`src/rtl/core/assert_macros.svh`:
```
// ----------------------------------------------------------------------------
// Assertion macros
// Concurrent assertion wrappers for the RTL; empty for synthesis.
// ----------------------------------------------------------------------------
`ifndef ASSERT_MACROS_SVH
`define ASSERT_MACROS_SVH
`ifndef SYNTHESIS
`define ASSERT_PROP(lbl, clk, rstn, prop, msg) \
  lbl: assert property (@(posedge clk) disable iff (!rstn) prop) else $error(msg);
`define ASSERT_NEVER(lbl, clk, rstn, cond, msg) \
  lbl: assert property (@(posedge clk) disable iff (!rstn) !(cond)) else $error(msg);
`else
`define ASSERT_PROP(lbl, clk, rstn, prop, msg)
`define ASSERT_NEVER(lbl, clk, rstn, cond, msg)
`endif
`endif

```
`src/rtl/core/fmrg_pkg.sv`:
```
// ----------------------------------------------------------------------------
// fmrg_pkg
// Shared constants, command and status types of the magnitude response block.
// ----------------------------------------------------------------------------
package fmrg_pkg;

  localparam int TABLE_SIZE_DEF = 1024;
  localparam int MAX_ORDER_DEF  = 8;

  localparam int IN_W   = 16;
  localparam int BIN_W  = 11;
  localparam int MAG_W  = 16;
  localparam int KIND_W = 2;
  localparam int ORD_W  = 5;
  localparam int CNT_W  = 6;
  localparam int CFG_IDX_W  = 3;
  localparam int CFG_DATA_W = 16;

  localparam int DIV_STEPS  = 31;
  localparam int SQRT_STEPS = 32;
  localparam int MUL_DIGITS = 3;

  localparam logic [KIND_W-1:0] KIND_BW = 2'd1;
  localparam logic [KIND_W-1:0] KIND_CB = 2'd2;

  localparam logic [CFG_IDX_W-1:0] REG_KIND   = 3'd0;
  localparam logic [CFG_IDX_W-1:0] REG_CUTOFF = 3'd1;
  localparam logic [CFG_IDX_W-1:0] REG_ORDER  = 3'd2;
  localparam logic [CFG_IDX_W-1:0] REG_AMP    = 3'd3;
  localparam logic [CFG_IDX_W-1:0] REG_CENTER = 3'd4;

  typedef enum logic [3:0] {
    OP_NONE,
    OP_LOAD,
    OP_DIV_STEP,
    OP_DIVM_INIT,
    OP_MUL_STEP,
    OP_BW_INIT,
    OP_BW_NEXT,
    OP_CB_INIT,
    OP_CB_NEXT,
    OP_SQ_INIT,
    OP_SQRT_INIT,
    OP_SQRT_STEP,
    OP_FINISH
  } op_t;

  typedef enum logic [1:0] {
    FIN_IDEAL,
    FIN_ZERO,
    FIN_DIV
  } fin_t;

  typedef struct packed {
    op_t  op;
    fin_t fin;
  } cmd_t;

  typedef struct packed {
    logic             kind_bw;
    logic             kind_cb;
    logic             x_over;
    logic             pow_over;
    logic             cheb_over;
    logic [ORD_W-1:0] n_eff;
  } sts_t;

endpackage

```
`src/rtl/core/fmrg_datapath.sv`:
```
// ----------------------------------------------------------------------------
// fmrg_datapath
// Config registers, shared divider, digit multiplier, root unit, output regs.
// ----------------------------------------------------------------------------
module fmrg_datapath #(
  parameter int  TABLE_SIZE = fmrg_pkg::TABLE_SIZE_DEF,
  parameter int  MAX_ORDER  = fmrg_pkg::MAX_ORDER_DEF,
  localparam int IDX_W      = $clog2(TABLE_SIZE),
  localparam int OUT_W      = ((fmrg_pkg::MAG_W + 2 * IDX_W + 2 + 7) / 8) * 8
) (
  input  logic                              clk,
  input  logic                              rst_n,
  input  logic                              cfg_valid,
  input  logic [fmrg_pkg::CFG_IDX_W-1:0]    cfg_index,
  input  logic [fmrg_pkg::CFG_DATA_W-1:0]   cfg_data,
  input  logic [fmrg_pkg::IN_W-1:0]         in_tdata,
  input  fmrg_pkg::cmd_t                    cmd,
  output fmrg_pkg::sts_t                    sts,
  output logic [OUT_W-1:0]                  out_tdata
);

  localparam int SUM_W = (IDX_W > 11) ? IDX_W + 1 : 12;

  logic [fmrg_pkg::KIND_W-1:0] kind_r;
  logic [fmrg_pkg::BIN_W-1:0]  cutoff_r;
  logic [3:0]                  order_r;
  logic [fmrg_pkg::MAG_W-1:0]  amp_r;
  logic [fmrg_pkg::BIN_W-1:0]  center_r;

  logic [fmrg_pkg::BIN_W-1:0]  c_eff;
  logic [fmrg_pkg::ORD_W-1:0]  n_eff;
  logic [fmrg_pkg::BIN_W-1:0]  f_in;

  logic [fmrg_pkg::BIN_W-1:0]  f_r;
  logic [IDX_W-1:0]            up_idx_r, lo_idx_r;
  logic                        up_ok_r, lo_ok_r;

  logic [SUM_W-1:0]            up_sum, lo_ext;
  logic [fmrg_pkg::BIN_W-1:0]  lo_diff;
  logic                        up_ok, lo_ok;

  // divider
  logic [30:0] num_r, q_r;
  logic [31:0] den_r, rem_r;
  logic [32:0] trial;
  logic        ge;
  logic [32:0] rem_sub;

  // multiplier
  logic [47:0] mul_a_r;
  logic [35:0] mul_b_r;
  logic [83:0] acc_r;
  logic [59:0] pprod;
  logic [23:0] x;

  // power / polynomial
  logic [47:0]        p_r;
  logic signed [34:0] prev_r, cur_r;
  logic [34:0]        cur_mag;
  logic signed [44:0] two_s, next_s;
  logic [44:0]        next_mag;

  // root
  logic [63:0] sq_v_r, sq_res_r, sq_bit_r, sq_t;
  logic [47:0] q_sel;

  logic [fmrg_pkg::MAG_W-1:0] out_mag_r, mag_fin;
  logic [IDX_W-1:0]           out_up_idx_r, out_lo_idx_r;
  logic                       out_up_ok_r, out_lo_ok_r;

  assign f_in  = in_tdata[fmrg_pkg::BIN_W-1:0];
  assign c_eff = (cutoff_r == '0) ? fmrg_pkg::BIN_W'(1) : cutoff_r;

  always_comb begin
    if (order_r == '0) begin
      n_eff = fmrg_pkg::ORD_W'(1);
    end else if (int'(order_r) > MAX_ORDER) begin
      n_eff = fmrg_pkg::ORD_W'(MAX_ORDER);
    end else begin
      n_eff = fmrg_pkg::ORD_W'(order_r);
    end
  end

  assign up_sum  = SUM_W'(center_r) + SUM_W'(f_in);
  assign up_ok   = up_sum < SUM_W'(TABLE_SIZE);
  assign lo_diff = center_r - f_in;
  assign lo_ext  = SUM_W'(lo_diff);
  assign lo_ok   = (f_in <= center_r) && (lo_ext < SUM_W'(TABLE_SIZE));

  assign trial   = {rem_r, num_r[30]};
  assign ge      = trial >= {1'b0, den_r};
  assign rem_sub = ge ? (trial - {1'b0, den_r}) : trial;

  assign x     = q_r[23:0];
  assign pprod = mul_a_r * mul_b_r[35:24];

  assign cur_mag  = cur_r[34] ? 35'(-cur_r) : 35'(cur_r);
  assign two_s    = $signed({2'b00, acc_r[57:16], 1'b0});
  assign next_s   = (cur_r[34] ? -two_s : two_s) - 45'(prev_r);
  assign next_mag = next_s[44] ? 45'(-next_s) : 45'(next_s);

  assign q_sel = sts.kind_cb ? acc_r[65:18] : p_r;
  assign sq_t  = sq_res_r + sq_bit_r;

  always_comb begin
    case (cmd.fin)
      fmrg_pkg::FIN_IDEAL: mag_fin = (f_r < c_eff) ? amp_r : '0;
      fmrg_pkg::FIN_DIV:   mag_fin = q_r[fmrg_pkg::MAG_W-1:0];
      default:             mag_fin = '0;
    endcase
  end

  always_ff @(posedge clk) begin
    if (!rst_n) begin
      kind_r   <= '0;
      cutoff_r <= fmrg_pkg::BIN_W'(64);
      order_r  <= 4'd2;
      amp_r    <= fmrg_pkg::MAG_W'(4096);
      center_r <= fmrg_pkg::BIN_W'(512);
    end else if (cfg_valid) begin
      case (cfg_index)
        fmrg_pkg::REG_KIND:   kind_r   <= cfg_data[fmrg_pkg::KIND_W-1:0];
        fmrg_pkg::REG_CUTOFF: cutoff_r <= cfg_data[fmrg_pkg::BIN_W-1:0];
        fmrg_pkg::REG_ORDER:  order_r  <= cfg_data[3:0];
        fmrg_pkg::REG_AMP:    amp_r    <= cfg_data[fmrg_pkg::MAG_W-1:0];
        fmrg_pkg::REG_CENTER: center_r <= cfg_data[fmrg_pkg::BIN_W-1:0];
        default: ;
      endcase
    end
  end

  always_ff @(posedge clk) begin
    case (cmd.op)
      fmrg_pkg::OP_LOAD: begin
        f_r      <= f_in;
        up_ok_r  <= up_ok;
        lo_ok_r  <= lo_ok;
        up_idx_r <= up_ok ? up_sum[IDX_W-1:0] : '0;
        lo_idx_r <= lo_ok ? lo_ext[IDX_W-1:0] : '0;
        num_r    <= {4'b0, f_in, 16'b0};
        den_r    <= 32'(c_eff);
        rem_r    <= '0;
      end
      fmrg_pkg::OP_DIV_STEP: begin
        rem_r <= rem_sub[31:0];
        num_r <= {num_r[29:0], 1'b0};
        q_r   <= {q_r[29:0], ge};
      end
      fmrg_pkg::OP_DIVM_INIT: begin
        num_r <= {amp_r, 15'b0};
        den_r <= sq_res_r[31:0];
        rem_r <= '0;
      end
      fmrg_pkg::OP_MUL_STEP: begin
        acc_r   <= {acc_r[71:0], 12'b0} + 84'(pprod);
        mul_b_r <= {mul_b_r[23:0], 12'b0};
      end
      fmrg_pkg::OP_BW_INIT: begin
        p_r     <= 48'd65536;
        mul_a_r <= 48'd65536;
        mul_b_r <= 36'(x);
        acc_r   <= '0;
      end
      fmrg_pkg::OP_BW_NEXT: begin
        p_r     <= acc_r[63:16];
        mul_a_r <= acc_r[63:16];
        mul_b_r <= 36'(x);
        acc_r   <= '0;
      end
      fmrg_pkg::OP_CB_INIT: begin
        prev_r  <= 35'sd65536;
        cur_r   <= $signed(35'(x));
        mul_a_r <= 48'(x);
        mul_b_r <= 36'(x);
        acc_r   <= '0;
      end
      fmrg_pkg::OP_CB_NEXT: begin
        prev_r  <= cur_r;
        cur_r   <= next_s[34:0];
        mul_a_r <= 48'(next_mag[32:0]);
        mul_b_r <= 36'(x);
        acc_r   <= '0;
      end
      fmrg_pkg::OP_SQ_INIT: begin
        mul_a_r <= 48'(cur_mag[32:0]);
        mul_b_r <= 36'(cur_mag[32:0]);
        acc_r   <= '0;
      end
      fmrg_pkg::OP_SQRT_INIT: begin
        sq_v_r   <= {1'b0, 49'(q_sel) + 49'd65536, 14'b0};
        sq_res_r <= '0;
        sq_bit_r <= 64'h4000_0000_0000_0000;
      end
      fmrg_pkg::OP_SQRT_STEP: begin
        if (sq_v_r >= sq_t) begin
          sq_v_r   <= sq_v_r - sq_t;
          sq_res_r <= (sq_res_r >> 1) + sq_bit_r;
        end else begin
          sq_res_r <= sq_res_r >> 1;
        end
        sq_bit_r <= sq_bit_r >> 2;
      end
      fmrg_pkg::OP_FINISH: begin
        out_mag_r    <= mag_fin;
        out_up_idx_r <= up_idx_r;
        out_up_ok_r  <= up_ok_r;
        out_lo_idx_r <= lo_idx_r;
        out_lo_ok_r  <= lo_ok_r;
      end
      default: ;
    endcase
  end

  always_comb begin
    sts.kind_bw   = kind_r == fmrg_pkg::KIND_BW;
    sts.kind_cb   = kind_r == fmrg_pkg::KIND_CB;
    sts.x_over    = |q_r[30:24];
    sts.pow_over  = |acc_r[83:64];
    sts.cheb_over = |next_mag[44:33];
    sts.n_eff     = n_eff;
  end

  assign out_tdata = OUT_W'({out_lo_ok_r, out_lo_idx_r, out_up_ok_r, out_up_idx_r, out_mag_r});

endmodule

```
`src/rtl/core/fmrg_ctrl.sv`:
```
// ----------------------------------------------------------------------------
// fmrg_ctrl
// Sequencer for division, power / recurrence, root and output hand-off.
// ----------------------------------------------------------------------------
`include "assert_macros.svh"

module fmrg_ctrl (
  input  logic           clk,
  input  logic           rst_n,
  input  logic           in_tvalid,
  output logic           in_tready,
  output logic           out_tvalid,
  input  logic           out_tready,
  input  fmrg_pkg::sts_t sts,
  output fmrg_pkg::cmd_t cmd
);

  typedef enum logic [3:0] {
    S_IDLE, S_DIV_X, S_CHECK, S_MUL, S_BW_NEXT, S_CB_NEXT, S_SQ_LOAD,
    S_SQRT_INIT, S_SQRT, S_DIVM_INIT, S_DIVM, S_DONE
  } state_t;

  typedef enum logic [1:0] {T_BW, T_CB, T_SQ} tag_t;

  localparam int CW = fmrg_pkg::CNT_W;

  state_t               state_r, state_nxt;
  tag_t                 tag_r, tag_nxt;
  fmrg_pkg::fin_t       fin_r, fin_nxt;
  logic [CW-1:0]        cnt_r, cnt_nxt;
  logic [1:0]           mcnt_r, mcnt_nxt;
  logic                 out_valid_r, out_valid_nxt;
  logic [CW-1:0]        cnt_inc, n_two, n_m1;

  assign cnt_inc    = cnt_r + CW'(1);
  assign n_two      = {sts.n_eff, 1'b0};
  assign n_m1       = CW'(sts.n_eff) - CW'(1);
  assign in_tready  = state_r == S_IDLE;
  assign out_tvalid = out_valid_r;

  always_comb begin
    state_nxt     = state_r;
    tag_nxt       = tag_r;
    fin_nxt       = fin_r;
    cnt_nxt       = cnt_r;
    mcnt_nxt      = mcnt_r;
    out_valid_nxt = out_valid_r && !out_tready;
    cmd.op        = fmrg_pkg::OP_NONE;
    cmd.fin       = fin_r;
    case (state_r)
      S_IDLE: begin
        if (in_tvalid) begin
          cmd.op  = fmrg_pkg::OP_LOAD;
          cnt_nxt = '0;
          if (sts.kind_bw || sts.kind_cb) begin
            state_nxt = S_DIV_X;
          end else begin
            fin_nxt   = fmrg_pkg::FIN_IDEAL;
            state_nxt = S_DONE;
          end
        end
      end
      S_DIV_X: begin
        cmd.op  = fmrg_pkg::OP_DIV_STEP;
        cnt_nxt = cnt_inc;
        if (cnt_r == CW'(fmrg_pkg::DIV_STEPS - 1)) state_nxt = S_CHECK;
      end
      S_CHECK: begin
        cnt_nxt = '0;
        if (sts.x_over) begin
          fin_nxt   = fmrg_pkg::FIN_ZERO;
          state_nxt = S_DONE;
        end else if (sts.kind_bw) begin
          cmd.op    = fmrg_pkg::OP_BW_INIT;
          tag_nxt   = T_BW;
          state_nxt = S_MUL;
        end else begin
          cmd.op = fmrg_pkg::OP_CB_INIT;
          if (sts.n_eff == fmrg_pkg::ORD_W'(1)) begin
            state_nxt = S_SQ_LOAD;
          end else begin
            tag_nxt   = T_CB;
            state_nxt = S_MUL;
          end
        end
      end
      S_MUL: begin
        cmd.op   = fmrg_pkg::OP_MUL_STEP;
        mcnt_nxt = mcnt_r + 2'd1;
        if (mcnt_r == 2'(fmrg_pkg::MUL_DIGITS - 1)) begin
          mcnt_nxt = '0;
          case (tag_r)
            T_BW:    state_nxt = S_BW_NEXT;
            T_CB:    state_nxt = S_CB_NEXT;
            default: state_nxt = S_SQRT_INIT;
          endcase
        end
      end
      S_BW_NEXT: begin
        if (sts.pow_over) begin
          fin_nxt   = fmrg_pkg::FIN_ZERO;
          state_nxt = S_DONE;
        end else begin
          cmd.op    = fmrg_pkg::OP_BW_NEXT;
          cnt_nxt   = cnt_inc;
          state_nxt = (cnt_inc == n_two) ? S_SQRT_INIT : S_MUL;
        end
      end
      S_CB_NEXT: begin
        if (sts.cheb_over) begin
          fin_nxt   = fmrg_pkg::FIN_ZERO;
          state_nxt = S_DONE;
        end else begin
          cmd.op    = fmrg_pkg::OP_CB_NEXT;
          cnt_nxt   = cnt_inc;
          state_nxt = (cnt_inc == n_m1) ? S_SQ_LOAD : S_MUL;
        end
      end
      S_SQ_LOAD: begin
        cmd.op    = fmrg_pkg::OP_SQ_INIT;
        tag_nxt   = T_SQ;
        state_nxt = S_MUL;
      end
      S_SQRT_INIT: begin
        cmd.op    = fmrg_pkg::OP_SQRT_INIT;
        cnt_nxt   = '0;
        state_nxt = S_SQRT;
      end
      S_SQRT: begin
        cmd.op  = fmrg_pkg::OP_SQRT_STEP;
        cnt_nxt = cnt_inc;
        if (cnt_r == CW'(fmrg_pkg::SQRT_STEPS - 1)) state_nxt = S_DIVM_INIT;
      end
      S_DIVM_INIT: begin
        cmd.op    = fmrg_pkg::OP_DIVM_INIT;
        cnt_nxt   = '0;
        state_nxt = S_DIVM;
      end
      S_DIVM: begin
        cmd.op  = fmrg_pkg::OP_DIV_STEP;
        cnt_nxt = cnt_inc;
        if (cnt_r == CW'(fmrg_pkg::DIV_STEPS - 1)) begin
          fin_nxt   = fmrg_pkg::FIN_DIV;
          state_nxt = S_DONE;
        end
      end
      S_DONE: begin
        if (!out_valid_r || out_tready) begin
          cmd.op        = fmrg_pkg::OP_FINISH;
          out_valid_nxt = 1'b1;
          state_nxt     = S_IDLE;
        end
      end
      default: state_nxt = S_IDLE;
    endcase
  end

  always_ff @(posedge clk) begin
    if (!rst_n) begin
      state_r     <= S_IDLE;
      tag_r       <= T_BW;
      fin_r       <= fmrg_pkg::FIN_IDEAL;
      cnt_r       <= '0;
      mcnt_r      <= '0;
      out_valid_r <= 1'b0;
    end else begin
      state_r     <= state_nxt;
      tag_r       <= tag_nxt;
      fin_r       <= fin_nxt;
      cnt_r       <= cnt_nxt;
      mcnt_r      <= mcnt_nxt;
      out_valid_r <= out_valid_nxt;
    end
  end

  `ASSERT_PROP(a_accept_busy, clk, rst_n, (in_tvalid && in_tready) |=> (state_r != S_IDLE), "item accepted but sequencer stayed idle")
  `ASSERT_PROP(a_result_from_done, clk, rst_n, $rose(out_valid_r) |-> $past(state_r == S_DONE), "result raised outside done state")
  `ASSERT_NEVER(a_no_overwrite, clk, rst_n, out_valid_r && !out_tready && (cmd.op == fmrg_pkg::OP_FINISH), "held result overwritten")

endmodule

```
`src/rtl/core/filter_magnitude_response_gen_top.sv`:
```
// The ideal kind needs only the load and done states; Butterworth and Chebyshev end early
// when the ratio or the response overflows and the magnitude is flushed to zero.
// One item in flight; the next is taken the cycle after its result enters the output register.
// Cost is set by the radix-2 divider (used for the ratio and for the final quotient), the
// bit-serial root and the 48x12 digit multiplier.
// Reset (rst_n low, synchronous) restores default registers and empties the output register.
// ----------------------------------------------------------------------------
// filter_magnitude_response_gen_top
// Low-pass magnitude for one bin offset plus the two mirrored table addresses.
// ----------------------------------------------------------------------------
module filter_magnitude_response_gen_top #(
  parameter int  TABLE_SIZE = fmrg_pkg::TABLE_SIZE_DEF,
  parameter int  MAX_ORDER  = fmrg_pkg::MAX_ORDER_DEF,
  localparam int IDX_W      = $clog2(TABLE_SIZE),
  localparam int OUT_W      = ((fmrg_pkg::MAG_W + 2 * IDX_W + 2 + 7) / 8) * 8
) (
  input  logic                            clk,
  input  logic                            rst_n,
  input  logic                            cfg_valid,
  output logic                            cfg_ready,
  input  logic [fmrg_pkg::CFG_IDX_W-1:0]  cfg_index,
  input  logic [fmrg_pkg::CFG_DATA_W-1:0] cfg_data,
  input  logic                            in_tvalid,
  output logic                            in_tready,
  input  logic [fmrg_pkg::IN_W-1:0]       in_tdata,   // bin_offset
  output logic                            out_tvalid,
  input  logic                            out_tready,
  output logic [OUT_W-1:0]                out_tdata   // magnitude, upper_index, upper_valid,
                                                      // lower_index, lower_valid
);

  fmrg_pkg::cmd_t cmd;
  fmrg_pkg::sts_t sts;

  assign cfg_ready = 1'b1;

  fmrg_ctrl u_ctrl (
    .clk        (clk),
    .rst_n      (rst_n),
    .in_tvalid  (in_tvalid),
    .in_tready  (in_tready),
    .out_tvalid (out_tvalid),
    .out_tready (out_tready),
    .sts        (sts),
    .cmd        (cmd)
  );

  fmrg_datapath #(
    .TABLE_SIZE (TABLE_SIZE),
    .MAX_ORDER  (MAX_ORDER)
  ) u_datapath (
    .clk       (clk),
    .rst_n     (rst_n),
    .cfg_valid (cfg_valid),
    .cfg_index (cfg_index),
    .cfg_data  (cfg_data),
    .in_tdata  (in_tdata),
    .cmd       (cmd),
    .sts       (sts),
    .out_tdata (out_tdata)
  );

endmodule
```
`config.mk`:
```
export PLATFORM = sky130hd
export DESIGN_NAME = filter_magnitude_response_gen_top
export DESIGN_NICKNAME = d
export VERILOG_FILES = /design/src/rtl/core/fmrg_pkg.sv /design/src/rtl/core/fmrg_datapath.sv /design/src/rtl/core/fmrg_ctrl.sv /design/src/rtl/core/filter_magnitude_response_gen_top.sv
export VERILOG_INCLUDE_DIRS = /design/src /design/src/rtl/core
export SDC_FILE = /design/constraint.sdc
export NUM_CORES = 2
export LEC_CHECK = 0
export BUFFER_PORTS_ARGS = -buffer_cell sky130_fd_sc_hd__buf_2
export CORE_ASPECT_RATIO = 0.7
export CORE_UTILIZATION = 50
export DETAILED_ROUTE_END_ITERATION = 8
export PLACE_DENSITY_LB_ADDON = 0.05
export RECOVER_POWER = 25
export SYNTH_ARGS = -nofsm -noshare
export SYNTH_HDL_FRONTEND = slang
export SYNTH_SLANG_ARGS = --single-unit
```
`constraint.sdc`:
```
create_clock -name clk -period 12.6 [get_ports clk]
set_input_delay 1.26 -clock clk [delete_from_list [all_inputs] [get_ports clk]]
set_output_delay 1.26 -clock clk [all_outputs]
set_load 0.005 [all_outputs]
```
# Word level (Yosys, flattened, before mapping)
# Index checks and enable logic that the tools add are counted.
# word_totals
ff_bits,736
in_bits,40
output_inout_bits,43
word_cells,217
# classes
addsub,15
mul,1
n_lt_le_gt_ge,7
n_eq_ne,52
muxes,65
n_reduce_logical,43
# op_table
cell,n
64-bit case mux with 2 select lines,3
48-bit case mux with 5 select lines,1
84-bit case mux with 2 select lines,1
35-bit case mux with 2 select lines,2
64-bit two-way mux,2
32-bit case mux with 2 select lines,2
36-bit case mux with 3 select lines,1
48-bit case mux with 2 select lines,1
31-bit case mux with 3 select lines,1
45-bit two-way mux,2
84-bit by 60-bit adder with 84-bit output,1
63-bit by 64-bit adder with 64-bit output,1
64-bit adder,1
64-bit greater-or-equal comparator,1
64-bit subtractor,1
48-bit by 12-bit multiplier with 60-bit output,1
4-bit two-way mux,15
48-bit by 17-bit adder with 49-bit output (second input constant),1
48-bit two-way mux,1
4-bit case mux with 12 select lines,1
43-bit negation with 45-bit output,1
45-bit negation,1
45-bit by 35-bit subtractor with 45-bit output,1
4-bit case mux with 11 select lines,1
63 further kinds,139

# Logic depth before layout (Yosys ltp)
# logic_depth
ltp_word,11
ltp_mapped,31
mapped_depth_nobuf,29

# Cells and area by module
# From an unflattened synthesis, not the netlist that was laid out.
# hier_totals
hier_cells,6924
hier_area_um2,63811.2
# by_module_without_submodules
module,n_inst,cells_each,area_per_inst_um2,seq_area_each_um2
fmrg_datapath,1,6714,62296.0,19738.9
fmrg_ctrl,1,208,1503.9,340.3
filter_magnitude_response_gen_top,1,2,11.3,0.0

# Worst setup path after synthesis
# Ideal clock, no wire load.
# synth_timing
kind,reg2reg
startpoint,register u_datapath.acc_r[20]
endpoint,"register u_datapath.acc_r[0], enable pin"
setup_time_ps,1206
t_arrival_ps,8201
required_time_ps,11394
setup_slack_ps,3194
stages_incl_launch_ff,24
path_buffers,3
synth_period_minus_slack_ps,9406
path_cell_list,edfxtp_1 > or4_1 > nor4_1 > nand3_1 > or3b_1 > o31ai_1 > xnor2_1 > ha_1 > clkbuf_1 > a21o_1 > a21o_1 > a221o_1 > nor4_1 > a311oi_1 > or3_1 > nand4b_1 > nor4_4 > and3_1 > o21ai_1 > o2111a_1 > nand3_4 > buf_2 > buf_2 > nand4_1
# synth_via
elab_chain_len,11
word_cells_on_any_way,16
classes_between,3 x add/sub; 6 x eq/ne; 4 x mux; 3 x reduce/logical
# synth_lines
item,line_no,rtl
"start, declared",fmrg_datapath.sv:52,logic [83:0] acc_r;
"start signal, assigned",fmrg_datapath.sv:155,"acc_r <= {acc_r[71:0], 12'b0} + 84'(pprod);"
43-bit negation with 45-bit output,fmrg_datapath.sv:99,assign next_s = (cur_r[34] ? -two_s : two_s) - 45'(prev_r);
45-bit two-way mux *,fmrg_datapath.sv:99,
45-bit by 35-bit subtractor with 45-bit output *,fmrg_datapath.sv:99,
45-bit negation,fmrg_datapath.sv:100,assign next_mag = next_s[44] ? 45'(-next_s) : 45'(next_s);
45-bit two-way mux *,fmrg_datapath.sv:100,
12-bit OR reduction *,fmrg_datapath.sv:219,sts.cheb_over = |next_mag[44:33];
4-bit two-way mux *,fmrg_ctrl.sv:110,if (sts.cheb_over) begin
4-bit case mux with 11 select lines *,fmrg_ctrl.sv:50,case (state_r)
4-bit equality test / 4-bit by 3-bit equality test with 1-bit output (equally long branches),fmrg_datapath.sv:133,case (cmd.op)
5-bit OR reduction (no line),--,
2-bit nonzero test (no line) *,--,
# Mark *: on every way between the ends. The rest lies on a longest branch, timed or not.
# A chain may end at the register's enable or synchronous reset.

# Final worst setup path
# layout_timing
startpoint,register u_datapath.acc_r[20]
endpoint,"register u_datapath.acc_r[74], enable pin"
# The elaborated chain is that of the path after synthesis.

==> qor.yml <==
outcome: "finished with violations"
violations: "max-capacitance violations, max-slew violations"
clk_latency_ns: 0.70
antenna_found_initial: 3
crit_start: "u_datapath.acc_r[20]"
drt_iter0_markers: 4599
yosysSeqAreaShare_pct: 32.0
setup_tns_ns: 0
critPathSlowestCell: "nor4_1"
regArea_sq_um: 20100
route.detailed.drc: 0
peakVddDrop_mv: 0.127
multi_input_area_sq_um: 39100
synth.distinct_cells: 95
hold_path_depth: 0
critPathMaxFanout: 84
die_w_microns: 426
busiest_layer: "met1"
syn_area_sq_um: 62800
htreeDepth: 3
first_pass_iters: 7
end_kind: "register"
place_congestion: 0.934
arrival_ns: 10.90
vias: 49200
worstReg2RegStart: "u_datapath.acc_r[20]"
mostFrequentLayoutCells: "nand2_1, inv_1, edfxtp_1"
cts_tree: "built"
slowest_delay_ns: 0.88
grt_util_met3_pct: 7.30
worst_slew_pin_slew_ns: 3.12
fin_skew_ns: 0.0267
cts_buffers: 77
leakage_nw: 27.4
dieHeight_microns: 299
crit_family: "simple AND/OR/NAND/NOR gates"
timing.rr.end: "u_datapath.acc_r[74]"
netlist_instances: 6711
final_common_cell: "nand2_1"
finalHoldViolCount: 0
hpwlAfterDp_mm: 136
timing.hold.ws_ns: 0.418
path_cells: "or4_1 -> nor4_1 -> nand3_1 -> or3b_1 -> nand2_1 -> xnor2_1 -> ha_1 -> nand2_1 -> o21ai_0 -> nand2b_1 -> o31ai_1 -> a21oi_1 -> a21oi_1 -> xor2_1 -> nand4_1 -> nor4_1 -> nand3_1 -> o211a_1 -> nor2_4 -> buf_4 -> nand3_4 -> buf_4 -> nand4_1 -> buf_12"
syn_area_per_cell_sq_um: 9.36
cts_buffer_depth: 3
cp-start-kind: "register"
crit_end: "u_datapath.acc_r[74]"
viasPerCell: 5.92
fillCellCount: 11300
met1_usage_pct: 45.9
routed_wl_mm: 183
reg2reg_depth: 24
ys.warnings.count: 0
async_reset_ff_share_pct: 0
synth_flop_cell: "edfxtp_1"
io_buffers: 74
grt_usage_pct: 28.8
antenna_left: 0
cp_num_cells: 24
root_buffer: "clkbuf_16"
finalSetupViolations: 0
reg2reg_slack_ns: 2.01
grt_max_degree: 85
cts_hold_buffers: 0
critical_path_class: "reg2reg"
post_cts_buffers: 0
rsz0062_at_grt: "false"
synth_edf_count: 628
cts_resized: 0
power_density_nw_per_um2: 203
die-area_sq_um: 127000
maxCapViolCount: 7
syn2layout_area_growth_pct: 6.83
drv_slew: 305
crit_buf_inv: 3
hold_path_class: "reg2reg"
cts.reportedPaths.clkPinSlew_ns: 0.07
wire_per_inst_microns: 22.0
finalCritPeriodShare_pct: 84.0
grtUsageMet2_pct: 39.0
ios: 83
grt_pass1_vias: 47600
overflow: 0
grt_pass1_wl_mm: 284
clock_sinks: 689
period_minus_slack_ns: 10.59
row_count: 108
nets: 7500
layout-drive-gt1-share_pct: 4.39
ys_seq_elements: 689
core_sq_um: 124000
maxSlewHeadroom_pct: -108
fmax_mhz: 94.5
initial_core_util_pct: 50.5
required_ns: 12.91
## final cells by class
cell class / count / area share (%)
diodes: 2 / 0.00746
clock buffers: 95 / 3.02
clock inverters: 46 / 0.899
inverters: 637 / 3.57
multi-input cells: 5051 / 58.3
flip-flops and latches: 689 / 29.9
well taps: 1650 / 3.08
repair buffers: 137 / 1.20
## how the worst min path moves through the flow
stage	endpoint	slack, ns	startpoint
6_report	u_datapath.out_lo_idx_r[2]	0.42	u_datapath.lo_idx_r[2]
5_1_grt	u_datapath.out_lo_idx_r[2]	0.43	u_datapath.lo_idx_r[2]
3_3_place_gp	u_datapath.out_lo_ok_r	0.41	u_datapath.lo_ok_r
4_1_cts	u_datapath.out_lo_idx_r[2]	0.42	u_datapath.lo_idx_r[2]
3_5_place_dp	u_datapath.out_lo_idx_r[2]	0.40	u_datapath.lo_idx_r[2]
2_1_floorplan	u_datapath.out_lo_idx_r[0]	0.40	u_datapath.lo_idx_r[0]
## report_power, final
part	internal, W	switching [W]	total, W
Sequential	0.00328	0.000641	0.00392
Combinational	0.00283	0.00444	0.00727
Clock	0.00137	0.00106	0.00243
## stage by stage
stage	util [%]	instance area (sq um)	total power (W)	cells	setup WS, ns
finish	54.0	67100	0.0136	8307	2.01
floorplan	-	62800	0.00905	6712	3.19
detailed placement	51.9	64500	0.0111	8164	2.40
global route	54.0	67100	0.0147	8305	1.57
global placement	51.9	64500	0.0110	8164	2.37
CTS	54.0	67200	0.0136	8305	2.36
## worst reg2reg max path, cell delays in order (launching register included)
cell and delay, ns:
edfxtp_1 0.66, or4_1 0.68, nor4_1 0.88, nand3_1 0.45
or3b_1 0.60, nand2_1 0.13, xnor2_1 0.07, ha_1 0.54
nand2_1 0.09, o21ai_0 0.39, nand2b_1 0.17, o31ai_1 0.07
a21oi_1 0.33, a21oi_1 0.18, xor2_1 0.49, nand4_1 0.65
nor4_1 0.64, nand3_1 0.22, o211a_1 0.48, nor2_4 0.15
buf_4 0.51, nand3_4 0.53, buf_4 0.51, nand4_1 0.22
buf_12 0.33
## state kept, by name (all words and copies together) (netlist names), 16 cells and up
signal	count
u_datapath.sq_v_r	64
u_datapath.mul_a_r	48
u_datapath.p_r	48
u_datapath.mul_b_r	36
u_datapath.sq_res_r	64
u_datapath.den_r	32
u_datapath.acc_r	84
u_datapath.out_mag_r	16
u_datapath.sq_bit_r	32
u_datapath.cur_r	35
u_datapath.prev_r	35
u_datapath.amp_r	16
u_datapath.num_r	16
u_datapath.q_r	31
u_datapath.rem_r	32
## synth_stat cells (106+ instances only)
cell type,instances,area (sq um)
inv_1,637,2390
xor2_1,204,1790
xnor2_1,220,1930
and3_1,106,663
nor2_1,499,1870
ha_1,353,4420
a21oi_1,381,1910
and2_1,270,1690
nand2_1,865,3250
fa_1,514,10300
a21o_1,136,1020
o21ai_0,285,1430
edfxtp_1,628,18900
clkbuf_1,276,1040
## logic make-up (layout without fill, tap and decap cells)
group	Yosys count	in the layout	synth area share (%)
other cells	2	5	0.0120
fa+ha+maj	867	867	23.4
xor+xnor	424	424	5.91
compound gates	1381	1381	14.2
flops	689	689	32.0
buf+inv	972	915	5.91
mux	65	65	1.07
simple gates	2311	2311	17.5
## routing by layer
metal	share of wire [%]	routed length, microns
met3	9.3	16900
met4	1.7	3170
met5	0	0
met1	49	90000
met2	40	72400
Power figures use the tool's default switching activity.
